[config.mk]
export PLATFORM = sky130hd
export DESIGN_NAME = speed_pi_jerk_limited_flat
export DESIGN_NICKNAME = d
export VERILOG_FILES = /design/src/rtl/core/spjl_pkg.sv /design/src/rtl/core/spjl_ifs.sv /design/src/rtl/core/speed_pi_jerk_limited.sv /design/src/rtl/core/spjl_ctrl.sv /design/src/rtl/core/spjl_dp.sv /design/src/flat_wrapper.sv
export SDC_FILE = /design/constraint.sdc
export NUM_CORES = 2
export LEC_CHECK = 0
export BUFFER_PORTS_ARGS = -buffer_cell sky130_fd_sc_hd__buf_2
export CAP_MARGIN = 20
export CORE_MARGIN = 8
export CORE_UTILIZATION = 52
export DETAILED_ROUTE_END_ITERATION = 10
export PLACE_DENSITY = 0.77
export RECOVER_POWER = 25
export SETUP_SLACK_MARGIN = 0.05
export SLEW_MARGIN = 40
export SYNTH_ARGS = -nofsm -noshare
export SYNTH_HDL_FRONTEND = slang
export SYNTH_HIERARCHICAL = 1
export SYNTH_SLANG_ARGS = --single-unit
[constraint.sdc]
create_clock -name clock -period 12.55 [get_ports clock]
set_clock_uncertainty 0.1 [all_clocks]
set_input_delay 0.6275 -clock clock [delete_from_list [all_inputs] [get_ports clock]]
set_output_delay 0.6275 -clock clock [all_outputs]
set_load 0.01 [all_outputs]
[src/rtl/core/spjl_pkg.sv]
`default_nettype none

package spjl_pkg;

   localparam int unsigned CSR_INDEX_W = 3;
   localparam int unsigned CSR_DATA_W  = 24;

   localparam logic [CSR_INDEX_W-1:0] CSR_FORWARD_GAINS       = 3'd0;
   localparam logic [CSR_INDEX_W-1:0] CSR_REVERSE_GAINS       = 3'd1;
   localparam logic [CSR_INDEX_W-1:0] CSR_INTEGRAL_LIMIT      = 3'd2;
   localparam logic [CSR_INDEX_W-1:0] CSR_MAX_ACCEL           = 3'd3;
   localparam logic [CSR_INDEX_W-1:0] CSR_MAX_DECEL           = 3'd4;
   localparam logic [CSR_INDEX_W-1:0] CSR_JERK_RATE           = 3'd5;
   localparam logic [CSR_INDEX_W-1:0] CSR_FORWARD_STOP_DECEL  = 3'd6;
   localparam logic [CSR_INDEX_W-1:0] CSR_REVERSE_COAST_DECEL = 3'd7;

   typedef enum logic [3:0] {
      ST_IDLE,
      ST_INC,
      ST_KP,
      ST_KI_NEW,
      ST_KI_OLD,
      ST_SQUARE,
      ST_STOP,
      ST_JERK,
      ST_DONE
   } state_type;

   typedef enum logic [2:0] {
      MUL_ERR_PERIOD,
      MUL_KP_ERR,
      MUL_KI_CAND,
      MUL_KI_INTEG,
      MUL_SQUARE,
      MUL_DECEL_DIST,
      MUL_JERK_PERIOD
   } mul_sel_type;

   typedef struct packed {
      logic        load;
      logic        mul_en;
      mul_sel_type mul_sel;
      logic        cand_en;
      logic        kperr_en;
      logic        sum_en;
      logic        cmd_en;
      logic        square_en;
      logic        stop_en;
      logic        finish_en;
   } ctrl_cmd_type;

   typedef struct packed {
      logic restart;
      logic out_free;
   } ctrl_status_type;

endpackage

`default_nettype wire

[src/rtl/core/spjl_ifs.sv]
`default_nettype none

interface spjl_req_if;
   logic                valid;
   logic                ready;
   logic                op;
   logic signed [15:0]  target_speed;
   logic signed [15:0]  measured_speed;
   logic        [19:0]  distance_left;
   logic                stop_request;
   logic        [13:0]  period;

   modport source (
      output valid, op, target_speed, measured_speed, distance_left, stop_request, period,
      input  ready
   );
   modport sink (
      input  valid, op, target_speed, measured_speed, distance_left, stop_request, period,
      output ready
   );
endinterface

interface spjl_rsp_if;
   logic               valid;
   logic               ready;
   logic signed [14:0] accel_command;

   modport source (output valid, accel_command, input ready);
   modport sink (input valid, accel_command, output ready);
endinterface

interface spjl_csr_if;
   logic                                valid;
   logic                                ready;
   logic [spjl_pkg::CSR_INDEX_W-1:0]    index;
   logic [spjl_pkg::CSR_DATA_W-1:0]     data;

   modport source (output valid, index, data, input ready);
   modport sink (input valid, index, data, output ready);
endinterface

`default_nettype wire

[src/rtl/core/speed_pi_jerk_limited.sv]
// Velocity PI controller with jerk limit. One request word per control tick
// gives one acceleration command word. A control step runs seven products
// one after another through a single shared 18x21 multiplier: integral
// increment, kp*err, ki*integral twice, v^2, the stopping distance and the
// jerk step; a restart word skips them. The next request is accepted the
// cycle after a result is registered. One word is in work at a time; a new
// request is taken while the previous result still waits on the response
// channel, and its own result then holds until that one is taken. Settings
// are written on the csr channel, always ready; the user must write them
// only while the block is idle, which the block itself does not enforce.
`default_nettype none

module speed_pi_jerk_limited (
   input wire logic    clock,
   input wire logic    reset,
   spjl_req_if.sink    req_chan,
   spjl_rsp_if.source  rsp_chan,
   spjl_csr_if.sink    csr_chan
);

   spjl_pkg::ctrl_cmd_type    cmd;
   spjl_pkg::ctrl_status_type status;

   assign csr_chan.ready = 1'b1;

   spjl_ctrl u_ctrl (
      .clock     (clock),
      .reset     (reset),
      .req_valid (req_chan.valid),
      .req_ready (req_chan.ready),
      .cmd       (cmd),
      .status    (status)
   );

   spjl_dp u_dp (
      .clock              (clock),
      .reset              (reset),
      .cmd                (cmd),
      .status             (status),
      .req_op             (req_chan.op),
      .req_target_speed   (req_chan.target_speed),
      .req_measured_speed (req_chan.measured_speed),
      .req_distance_left  (req_chan.distance_left),
      .req_stop_request   (req_chan.stop_request),
      .req_period         (req_chan.period),
      .csr_valid          (csr_chan.valid),
      .csr_index          (csr_chan.index),
      .csr_data           (csr_chan.data),
      .rsp_valid          (rsp_chan.valid),
      .rsp_ready          (rsp_chan.ready),
      .rsp_accel_command  (rsp_chan.accel_command)
   );

endmodule

`default_nettype wire

[src/rtl/core/spjl_ctrl.sv]
`default_nettype none

module spjl_ctrl (
   input  wire logic                     clock,
   input  wire logic                     reset,
   input  wire logic                     req_valid,
   output logic                          req_ready,
   output spjl_pkg::ctrl_cmd_type        cmd,
   input  wire spjl_pkg::ctrl_status_type status
);

   spjl_pkg::state_type state_ff;
   spjl_pkg::state_type state_in;

   always_ff @(posedge clock) begin
      if (reset) begin
         state_ff <= spjl_pkg::ST_IDLE;
      end else begin
         state_ff <= state_in;
      end
   end

   always_comb begin
      state_in    = state_ff;
      req_ready   = 1'b0;
      cmd         = '0;
      cmd.mul_sel = spjl_pkg::MUL_ERR_PERIOD;
      unique case (state_ff)
         spjl_pkg::ST_IDLE: begin
            req_ready = 1'b1;
            if (req_valid) begin
               cmd.load = 1'b1;
               state_in = spjl_pkg::ST_INC;
            end
         end
         spjl_pkg::ST_INC: begin
            if (status.restart) begin
               state_in = spjl_pkg::ST_DONE;
            end else begin
               cmd.mul_en  = 1'b1;
               cmd.mul_sel = spjl_pkg::MUL_ERR_PERIOD;
               state_in    = spjl_pkg::ST_KP;
            end
         end
         spjl_pkg::ST_KP: begin
            cmd.cand_en = 1'b1;
            cmd.mul_en  = 1'b1;
            cmd.mul_sel = spjl_pkg::MUL_KP_ERR;
            state_in    = spjl_pkg::ST_KI_NEW;
         end
         spjl_pkg::ST_KI_NEW: begin
            cmd.kperr_en = 1'b1;
            cmd.mul_en   = 1'b1;
            cmd.mul_sel  = spjl_pkg::MUL_KI_CAND;
            state_in     = spjl_pkg::ST_KI_OLD;
         end
         spjl_pkg::ST_KI_OLD: begin
            cmd.sum_en  = 1'b1;
            cmd.mul_en  = 1'b1;
            cmd.mul_sel = spjl_pkg::MUL_KI_INTEG;
            state_in    = spjl_pkg::ST_SQUARE;
         end
         spjl_pkg::ST_SQUARE: begin
            cmd.cmd_en  = 1'b1;
            cmd.mul_en  = 1'b1;
            cmd.mul_sel = spjl_pkg::MUL_SQUARE;
            state_in    = spjl_pkg::ST_STOP;
         end
         spjl_pkg::ST_STOP: begin
            cmd.square_en = 1'b1;
            cmd.mul_en    = 1'b1;
            cmd.mul_sel   = spjl_pkg::MUL_DECEL_DIST;
            state_in      = spjl_pkg::ST_JERK;
         end
         spjl_pkg::ST_JERK: begin
            cmd.stop_en = 1'b1;
            cmd.mul_en  = 1'b1;
            cmd.mul_sel = spjl_pkg::MUL_JERK_PERIOD;
            state_in    = spjl_pkg::ST_DONE;
         end
         spjl_pkg::ST_DONE: begin
            if (status.out_free) begin
               cmd.finish_en = 1'b1;
               state_in      = spjl_pkg::ST_IDLE;
            end
         end
         default: begin
            state_in = spjl_pkg::ST_IDLE;
         end
      endcase
   end

endmodule

`default_nettype wire

[src/rtl/core/spjl_dp.sv]
`default_nettype none

module spjl_dp (
   input  wire logic                             clock,
   input  wire logic                             reset,
   input  wire spjl_pkg::ctrl_cmd_type           cmd,
   output spjl_pkg::ctrl_status_type             status,
   input  wire logic                             req_op,
   input  wire logic signed [15:0]               req_target_speed,
   input  wire logic signed [15:0]               req_measured_speed,
   input  wire logic        [19:0]               req_distance_left,
   input  wire logic                             req_stop_request,
   input  wire logic        [13:0]               req_period,
   input  wire logic                             csr_valid,
   input  wire logic [spjl_pkg::CSR_INDEX_W-1:0] csr_index,
   input  wire logic [spjl_pkg::CSR_DATA_W-1:0]  csr_data,
   output logic                                  rsp_valid,
   input  wire logic                             rsp_ready,
   output logic signed [14:0]                    rsp_accel_command
);

   // settings
   logic [23:0] fwd_gains_ff;
   logic [23:0] rev_gains_ff;
   logic [15:0] ilim_ff;
   logic [13:0] max_accel_ff;
   logic [13:0] max_decel_ff;
   logic [15:0] jerk_rate_ff;
   logic [13:0] fwd_stop_ff;
   logic [13:0] rev_coast_ff;

   // captured word
   logic               op_ff;
   logic signed [15:0] tgt_ff;
   logic signed [15:0] meas_ff;
   logic        [19:0] dist_ff;
   logic               stop_ff;
   logic        [13:0] period_ff;

   // state
   logic signed [16:0] integ_ff;
   logic signed [15:0] last_ff;

   // working registers
   logic signed [38:0] prod_ff;
   logic signed [16:0] cand_ff;
   logic signed [29:0] kperr_ff;
   logic signed [30:0] sum1_ff;
   logic               upd_ff;
   logic signed [15:0] cmd_ff;
   logic        [30:0] sq_ff;
   logic               rsp_valid_ff;
   logic signed [14:0] rsp_data_ff;

   // decode
   logic signed [16:0] err;
   logic        [15:0] atgt;
   logic        [15:0] ameas;
   logic               tgt_zero;
   logic               rev;
   logic               braking;
   logic        [23:0] gains;
   logic        [11:0] kp;
   logic        [11:0] ki;
   logic        [13:0] lim;
   logic        [13:0] stop_decel;
   logic               err_neg;
   logic               err_pos;

   // multiplier
   logic signed [17:0] mul_a;
   logic signed [20:0] mul_b;

   // integral candidate
   logic signed [30:0] inc_v;
   logic        [30:0] inc_mag;
   logic        [31:0] inc_round;
   logic signed [15:0] inc_p;
   logic signed [15:0] inc;
   logic signed [17:0] csum;
   logic signed [17:0] ilim18;
   logic signed [17:0] cand_w;
   logic signed [16:0] cand_in;

   // saturation test
   logic signed [30:0] sum1_in;
   logic signed [30:0] lim256;
   logic               sat_hi;
   logic               sat_lo;
   logic               upd_in;

   // command
   logic signed [30:0] sum2;
   logic        [30:0] sum2_mag;
   logic        [31:0] sum2_round;
   logic signed [23:0] rnd_p;
   logic signed [23:0] rnd;
   logic signed [23:0] lim24;
   logic signed [23:0] clamp24;
   logic signed [15:0] cmd_in;

   // stop override
   logic        [34:0] need_ext;
   logic        [34:0] stop_dist;
   logic               stop_hit;
   logic signed [15:0] decel16;
   logic signed [15:0] stop_cmd;

   // jerk limit
   logic        [30:0] jerk_round;
   logic        [14:0] step;
   logic signed [16:0] last17;
   logic signed [16:0] step17;
   logic signed [16:0] jlo;
   logic signed [16:0] jhi;
   logic signed [16:0] c17;
   logic signed [16:0] final_in;

   always_ff @(posedge clock) begin
      if (reset) begin
         fwd_gains_ff <= 24'd384;
         rev_gains_ff <= 24'd384;
         ilim_ff      <= 16'd512;
         max_accel_ff <= 14'd512;
         max_decel_ff <= 14'd1024;
         jerk_rate_ff <= 16'd2048;
         fwd_stop_ff  <= 14'd1126;
         rev_coast_ff <= 14'd1843;
      end else if (csr_valid) begin
         unique case (csr_index)
            spjl_pkg::CSR_FORWARD_GAINS:       fwd_gains_ff <= csr_data[23:0];
            spjl_pkg::CSR_REVERSE_GAINS:       rev_gains_ff <= csr_data[23:0];
            spjl_pkg::CSR_INTEGRAL_LIMIT:      ilim_ff      <= csr_data[15:0];
            spjl_pkg::CSR_MAX_ACCEL:           max_accel_ff <= csr_data[13:0];
            spjl_pkg::CSR_MAX_DECEL:           max_decel_ff <= csr_data[13:0];
            spjl_pkg::CSR_JERK_RATE:           jerk_rate_ff <= csr_data[15:0];
            spjl_pkg::CSR_FORWARD_STOP_DECEL:  fwd_stop_ff  <= csr_data[13:0];
            spjl_pkg::CSR_REVERSE_COAST_DECEL: rev_coast_ff <= csr_data[13:0];
            default: begin
            end
         endcase
      end
   end

   always_ff @(posedge clock) begin
      if (cmd.load) begin
         op_ff     <= req_op;
         tgt_ff    <= req_target_speed;
         meas_ff   <= req_measured_speed;
         dist_ff   <= req_distance_left;
         stop_ff   <= req_stop_request;
         period_ff <= req_period;
      end
   end

   always_comb begin
      err      = 17'(tgt_ff) - 17'(meas_ff);
      err_neg  = err[16];
      err_pos  = !err[16] && (err != 17'sd0);
      atgt     = tgt_ff[15] ? 16'(-tgt_ff) : 16'(tgt_ff);
      ameas    = meas_ff[15] ? 16'(-meas_ff) : 16'(meas_ff);
      tgt_zero = atgt <= 16'd1;
      rev      = (tgt_ff < -16'sd1) || (tgt_zero && meas_ff[15]);
      braking  = (atgt < ameas) || (tgt_ff[15] && meas_ff > 16'sd0)
               || (tgt_ff > 16'sd0 && meas_ff[15]);
      gains      = rev ? rev_gains_ff : fwd_gains_ff;
      kp         = gains[11:0];
      ki         = gains[23:12];
      lim        = braking ? max_decel_ff : max_accel_ff;
      stop_decel = rev ? rev_coast_ff : fwd_stop_ff;
   end

   // shared multiplier, one product per cycle
   always_comb begin
      unique case (cmd.mul_sel)
         spjl_pkg::MUL_ERR_PERIOD: begin
            mul_a = {err[16], err};
            mul_b = {7'd0, period_ff};
         end
         spjl_pkg::MUL_KP_ERR: begin
            mul_a = {err[16], err};
            mul_b = {9'd0, kp};
         end
         spjl_pkg::MUL_KI_CAND: begin
            mul_a = {cand_ff[16], cand_ff};
            mul_b = {9'd0, ki};
         end
         spjl_pkg::MUL_KI_INTEG: begin
            mul_a = {integ_ff[16], integ_ff};
            mul_b = {9'd0, ki};
         end
         spjl_pkg::MUL_SQUARE: begin
            mul_a = {2'd0, ameas};
            mul_b = {5'd0, ameas};
         end
         spjl_pkg::MUL_DECEL_DIST: begin
            mul_a = {4'd0, stop_decel};
            mul_b = {1'b0, dist_ff};
         end
         spjl_pkg::MUL_JERK_PERIOD: begin
            mul_a = {2'd0, jerk_rate_ff};
            mul_b = {7'd0, period_ff};
         end
         default: begin
            mul_a = '0;
            mul_b = '0;
         end
      endcase
   end

   always_ff @(posedge clock) begin
      if (cmd.mul_en) begin
         prod_ff <= mul_a * mul_b;
      end
   end

   // integral candidate: integral plus err*period >> 16, rounded away from zero, clamped
   always_comb begin
      inc_v     = prod_ff[30:0];
      inc_mag   = inc_v[30] ? 31'(-inc_v) : 31'(inc_v);
      inc_round = {1'b0, inc_mag} + 32'h0000_8000;
      inc_p     = {1'b0, inc_round[30:16]};
      inc       = inc_v[30] ? -inc_p : inc_p;
      csum      = {integ_ff[16], integ_ff} + {{2{inc[15]}}, inc};
      ilim18    = {2'd0, ilim_ff};
      if (csum > ilim18) begin
         cand_w = ilim18;
      end else if (csum < -ilim18) begin
         cand_w = -ilim18;
      end else begin
         cand_w = csum;
      end
      cand_in = cand_w[16:0];
   end

   // PI sum with candidate, saturation check
   always_comb begin
      sum1_in = {kperr_ff[29], kperr_ff} + {prod_ff[29], prod_ff[29:0]};
      lim256  = {9'd0, lim, 8'd0};
      sat_hi  = sum1_in > lim256;
      sat_lo  = sum1_in < -lim256;
      upd_in  = (!sat_hi && !sat_lo) || (sat_hi && err_neg) || (sat_lo && err_pos);
   end

   // PI sum with committed integral, >> 8 rounded, clamped to limit
   always_comb begin
      sum2       = upd_ff ? sum1_ff
                 : ({kperr_ff[29], kperr_ff} + {prod_ff[29], prod_ff[29:0]});
      sum2_mag   = sum2[30] ? 31'(-sum2) : 31'(sum2);
      sum2_round = {1'b0, sum2_mag} + 32'd128;
      rnd_p      = {1'b0, sum2_round[30:8]};
      rnd        = sum2[30] ? -rnd_p : rnd_p;
      lim24      = {10'd0, lim};
      if (rnd < -lim24) begin
         clamp24 = -lim24;
      end else if (rnd > lim24) begin
         clamp24 = lim24;
      end else begin
         clamp24 = rnd;
      end
      cmd_in = clamp24[15:0];
   end

   // stop override: v^2 >= 2*decel*distance
   always_comb begin
      need_ext  = {4'd0, sq_ff};
      stop_dist = {prod_ff[33:0], 1'b0};
      stop_hit  = stop_ff && (ameas > 16'd1) && (need_ext >= stop_dist);
      decel16   = {2'd0, max_decel_ff};
      stop_cmd  = (meas_ff > 16'sd0) ? -decel16 : decel16;
   end

   // jerk limit around last command
   always_comb begin
      jerk_round = prod_ff[30:0] + 31'h0000_8000;
      step       = jerk_round[30:16];
      last17     = {last_ff[15], last_ff};
      step17     = {2'd0, step};
      jlo        = last17 - step17;
      jhi        = last17 + step17;
      c17        = {cmd_ff[15], cmd_ff};
      if (op_ff) begin
         final_in = '0;
      end else if (jerk_rate_ff == 16'd0) begin
         final_in = c17;
      end else if (c17 < jlo) begin
         final_in = jlo;
      end else if (c17 > jhi) begin
         final_in = jhi;
      end else begin
         final_in = c17;
      end
   end

   always_ff @(posedge clock) begin
      if (cmd.cand_en) begin
         cand_ff <= cand_in;
      end
      if (cmd.kperr_en) begin
         kperr_ff <= prod_ff[29:0];
      end
      if (cmd.sum_en) begin
         sum1_ff <= sum1_in;
         upd_ff  <= upd_in;
      end
      if (cmd.square_en) begin
         sq_ff <= prod_ff[30:0];
      end
      if (cmd.cmd_en) begin
         cmd_ff <= cmd_in;
      end else if (cmd.stop_en && stop_hit) begin
         cmd_ff <= stop_cmd;
      end
      if (cmd.finish_en) begin
         rsp_data_ff <= final_in[14:0];
      end
   end

   always_ff @(posedge clock) begin
      if (reset) begin
         integ_ff     <= '0;
         last_ff      <= '0;
         rsp_valid_ff <= 1'b0;
      end else begin
         if (cmd.cmd_en && upd_ff) begin
            integ_ff <= cand_ff;
         end else if (cmd.stop_en && stop_hit) begin
            integ_ff <= '0;
         end else if (cmd.finish_en && op_ff) begin
            integ_ff <= '0;
         end
         if (cmd.finish_en) begin
            last_ff <= final_in[15:0];
         end
         if (cmd.finish_en) begin
            rsp_valid_ff <= 1'b1;
         end else if (rsp_ready) begin
            rsp_valid_ff <= 1'b0;
         end
      end
   end

   assign status.restart    = op_ff;
   assign status.out_free   = !rsp_valid_ff || rsp_ready;
   assign rsp_valid         = rsp_valid_ff;
   assign rsp_accel_command = rsp_data_ff;

endmodule

`default_nettype wire
[src/flat_wrapper.sv]
// flat-port wrapper written by rule: the top's interface ports become plain ports
module speed_pi_jerk_limited_flat 
  (clock, reset, req_chan_valid, req_chan_op, req_chan_target_speed, req_chan_measured_speed, req_chan_distance_left, req_chan_stop_request, req_chan_period, req_chan_ready, rsp_chan_valid, rsp_chan_accel_command, rsp_chan_ready, csr_chan_valid, csr_chan_index, csr_chan_data, csr_chan_ready);
  spjl_req_if req_chan_i ();
  spjl_rsp_if rsp_chan_i ();
  spjl_csr_if csr_chan_i ();
  input wire logic clock;
  input wire logic reset;
  input wire logic [$bits(req_chan_i.valid)-1:0] req_chan_valid;
  input wire logic [$bits(req_chan_i.op)-1:0] req_chan_op;
  input wire logic [$bits(req_chan_i.target_speed)-1:0] req_chan_target_speed;
  input wire logic [$bits(req_chan_i.measured_speed)-1:0] req_chan_measured_speed;
  input wire logic [$bits(req_chan_i.distance_left)-1:0] req_chan_distance_left;
  input wire logic [$bits(req_chan_i.stop_request)-1:0] req_chan_stop_request;
  input wire logic [$bits(req_chan_i.period)-1:0] req_chan_period;
  output wire logic [$bits(req_chan_i.ready)-1:0] req_chan_ready;
  output wire logic [$bits(rsp_chan_i.valid)-1:0] rsp_chan_valid;
  output wire logic [$bits(rsp_chan_i.accel_command)-1:0] rsp_chan_accel_command;
  input wire logic [$bits(rsp_chan_i.ready)-1:0] rsp_chan_ready;
  input wire logic [$bits(csr_chan_i.valid)-1:0] csr_chan_valid;
  input wire logic [$bits(csr_chan_i.index)-1:0] csr_chan_index;
  input wire logic [$bits(csr_chan_i.data)-1:0] csr_chan_data;
  output wire logic [$bits(csr_chan_i.ready)-1:0] csr_chan_ready;
  assign req_chan_i.valid = req_chan_valid;
  assign req_chan_i.op = req_chan_op;
  assign req_chan_i.target_speed = req_chan_target_speed;
  assign req_chan_i.measured_speed = req_chan_measured_speed;
  assign req_chan_i.distance_left = req_chan_distance_left;
  assign req_chan_i.stop_request = req_chan_stop_request;
  assign req_chan_i.period = req_chan_period;
  assign req_chan_ready = req_chan_i.ready;
  assign rsp_chan_valid = rsp_chan_i.valid;
  assign rsp_chan_accel_command = rsp_chan_i.accel_command;
  assign rsp_chan_i.ready = rsp_chan_ready;
  assign csr_chan_i.valid = csr_chan_valid;
  assign csr_chan_i.index = csr_chan_index;
  assign csr_chan_i.data = csr_chan_data;
  assign csr_chan_ready = csr_chan_i.ready;
  speed_pi_jerk_limited u_core (.clock(clock), .reset(reset), .req_chan(req_chan_i), .rsp_chan(rsp_chan_i), .csr_chan(csr_chan_i));
endmodule
==> summary.txt <==
Status
  – Status: finished with violations
  – Failing checks: capacitance limit, slew limit

Global routing
  – Number of global-route vias before repair: 35600
  – Overflow after GRT: 0
  – Largest net degree at the start of global routing: just under 70
  – Tot GR Track Use: 27.18%
  – First-pass GRT wire length: just under 200 mm
  – Initial antenna violation count: 5

Critical path
  – Max incr delay on CP: 610 ps
  – Crit path launch type: flip-flop
  – Crit path buffers/inverters: 4
  – Slowest cell on crit path: a2111o_1
  – CP arrival: between 10000 and 15000 ps
  – Critical path required time: 12800 ps
  – Worst setup path class: reg2reg
  – Max FO, Critical Path: 14
  – Cell family with most CP delay: compound AO/OA/AOI/OAI gates
  – Nature of the critical path endpoint: flip-flop

Floorplanning
  – Initial Util: between 50 and 60%
  – Row count: around 100
  – Ports: 118
  – Die height: about 300 µm
  – Core area: just over 80000 µm²
  – Die area: 91040 µm²
  – Die width: 301.7 µm

Yosys
  – Post-synth EDFFs: 243
  – Post-synthesis adder-cell area fraction: 25.35%
  – Post-Syn Area per Cell: 8.612 µm²
  – Top_reg_cell synth: edfxtp_1
  – Proportion of synthesized area in mux cells: 2.942%
  – Largest cells by area after synthesis: edfxtp_1 (17%), fa_1 (14%), ha_1 (12%)
  – Xor/xnor cell area share of the yosys netlist: ~5.5%
  – Simple-gate share of the synthesized area: between 10% and 20%
  – Largest family of logic cells by synthesized area: adder cells
  – Post-synthesis compound-gate area fraction: 15.44%
  – Share of the yosys chip area belonging to registers: 25.39%
  – Synth area leader: edfxtp_1
  – Yosys warnings: 6
  – Count of cell types in the netlist: 117
  – #FFs+latches synth: 417
  – Post-synth top area share: between 15 and 20%
  – Cells after Synth: between 4000 and 5000
  – FFs w/ async S/R, synth: 0%
  – Synth Cell Area: approximately 42000 µm²

Detailed routing
  – Vias per cell: 6.085
  – Drt wl/cell: 20.87 µm
  – First DRT Iteration DRCs: 3667
  – DRT Wirelength: 126.5 mm
  – # DRC: 0
  – Vias: 36890
  – Antenna violation net count after detailed routing: 0
  – Detailed Routing Iterations Pass 1: 6

Layout
  – Area occupied by multi-input gates: 28780 µm²
  – Post-route insts no fill: 6062
  – Design area: 45960 µm²
  – Share of layout cells above drive strength 1: 8.482%
  – Final nets: 5748
  – Fill cell total of the finished layout: 7091
  – Register area: 10780 µm²
  – Area Overhead vs Synth: 8.270%
  – Most frequent cells in the layout: nand2_1 (608), inv_1 (607), nor2_1 (441)
  – Leading cell type in the layout, fill and taps excluded: nand2_1

Placement
  – Gpl congestion: between 0.9 and 1
  – Placed inst area: 44260 µm²
  – Dpl cells: 5963
  – IO buf count: between 100 and 150
  – Detail Placement HPWL: 97.98 mm

STA
  – Max Slew Vio Count: 145
  – Sum of negative setup slack: 0 ps
  – Part of the cycle the worst path needs: 94.66%
  – Min Hold Slack: between 80 and 90 ps
  – RSZ-0062 raised after global routing: false
  – Final hold vios: 0
  – Fmax: 84.18 MHz
  – Final setup viols: 0
  – Max-slew headroom: -127.8%
  – Final min period: 11880 ps
  – Slew @ Worst Pin: approximately 3400 ps

Clocking
  – Max clock buf depth: 3
  – H-tree Lvls: 2
  – Worst-skew pair later-pin latency: 610 ps
  – Total clock sinks: 417
  – Clock-pin slew on the worst setup and hold paths: 80 ps
  – TritonCTS Buffers: 46
  – Root buf cell: clkbuf_16
  – Clock tree from TritonCTS: built

Worst hold path
  – Min-delay worst type: in2reg

Pwr
  – IR drop worst, VDD: between 0.6 and 0.7 mV
  – Power, Total: 14.64 mW
  – PwrDens: 318.6 nW/µm²
  – LEAKAGE: between 15 and 20 nW

Job
  – MaxCap Viol Count: 3
[kinds of logic after synthesis]
logic type,count (synthesis)
AND/OR/NAND/NOR,1636
AO/OA/AOI/OAI,972
buffers and inverters,826
XOR/XNOR,265
multiplexers,123
other,3
adder cells (fa/ha/maj),687
flip-flops,417
[report_power, final]
| part | internal [mW] | leakage (nW) | total (mW) | switching [mW] |
|---|---|---|---|---|
| clock network | 0.814 | 0.774 | 1.43 | 0.617 |
| logic | 4.62 | 15.2 | 11.0 | 6.41 |
| registers | 2.01 | 3.65 | 2.18 | 0.169 |
| total | 7.45 | 19.6 | 14.6 | 7.19 |
[layer usage]
layer | up-vias | part of all wire, % | wire (µm) | track usage, %
li1 | 16890 | - | - | -
met1 | 17710 | 41 | 51800 | 36.16
met2 | 1862 | 45 | 56540 | 43.20
met3 | 413 | 8.7 | 11020 | 3.950
met4 | 4 | 5.7 | 7150 | 13.69
met5 | - | 0.023 | 29 | 0
[final cells by class]
cell class	count	area share (%)
sequential	417	23.46
inverter	613	5.006
multi-input combinational	3692	62.62
timing repair buffer	192	2.554
antenna	3	0.01633
clock buffer	58	2.763
tap	1060	2.886
clock inverter	27	0.7023
[cells in the mapped netlist (55+ instances only)]
| cell type | count |
|---|---|
| nand2_1 | 610 |
| inv_1 | 607 |
| nor2_1 | 453 |
| ha_1 | 397 |
| a21oi_1 | 321 |
| fa_1 | 289 |
| edfxtp_1 | 243 |
| xnor2_1 | 222 |
| dfxtp_1 | 174 |
| clkbuf_1 | 164 |
| o21ai_0 | 147 |
| mux2i_1 | 109 |
| nand3_1 | 109 |
| nor3_1 | 70 |
| o21a_1 | 66 |
| nand2b_1 | 61 |
| a21o_1 | 55 |
[metrics by stage]
| stage | setup slack, ps | utilization, % |
|---|---|---|
| 6_report | 670.3 | 56.97 |
| 4_1_cts | 543.5 | 56.83 |
| 2_1_floorplan | 1355 | - |
| 3_5_place_dp | 669.9 | 54.86 |
| 3_3_place_gp | 938.9 | 54.68 |
| 5_1_grt | 92.27 | 56.97 |
[flip-flops by register name (all words and copies together), names as in the netlist, 17 cells and up]
signal / cells
u_core/u_dp/rev_gains_ff: 24
u_core/u_dp/prod_ff: 34
u_core/u_dp/sum1_ff: 31
u_core/u_dp/fwd_gains_ff: 24
u_core/u_dp/sq_ff: 31
u_core/u_dp/integ_ff: 17
u_core/u_dp/dist_ff: 20
u_core/u_dp/kperr_ff: 30
u_core/u_dp/cand_ff: 17
[path summary, 6_finish.rpt]
kind                                                    from                            to  slack, ps  depth (start not counted)
worst min register to register  u_core/u_dp/rev_gains_ff[12]  u_core/u_dp/rev_gains_ff[12]        360                          2
worst max register to register         u_core/u_dp/tgt_ff[5]       u_core/u_dp/prod_ff[32]        670                         41
worst max-delay path                   u_core/u_dp/tgt_ff[5]       u_core/u_dp/prod_ff[32]        670                         41
worst min-delay path              req_chan_distance_left[18]       u_core/u_dp/dist_ff[18]         90                          1
[what timing repair did]
item,CTS,global route
resized for setup,0,1
hold buffers,0,0
setup buffers,0,9
setup endpoints to repair,0,2
No activity file was read; power rests on OpenSTA's default activity.
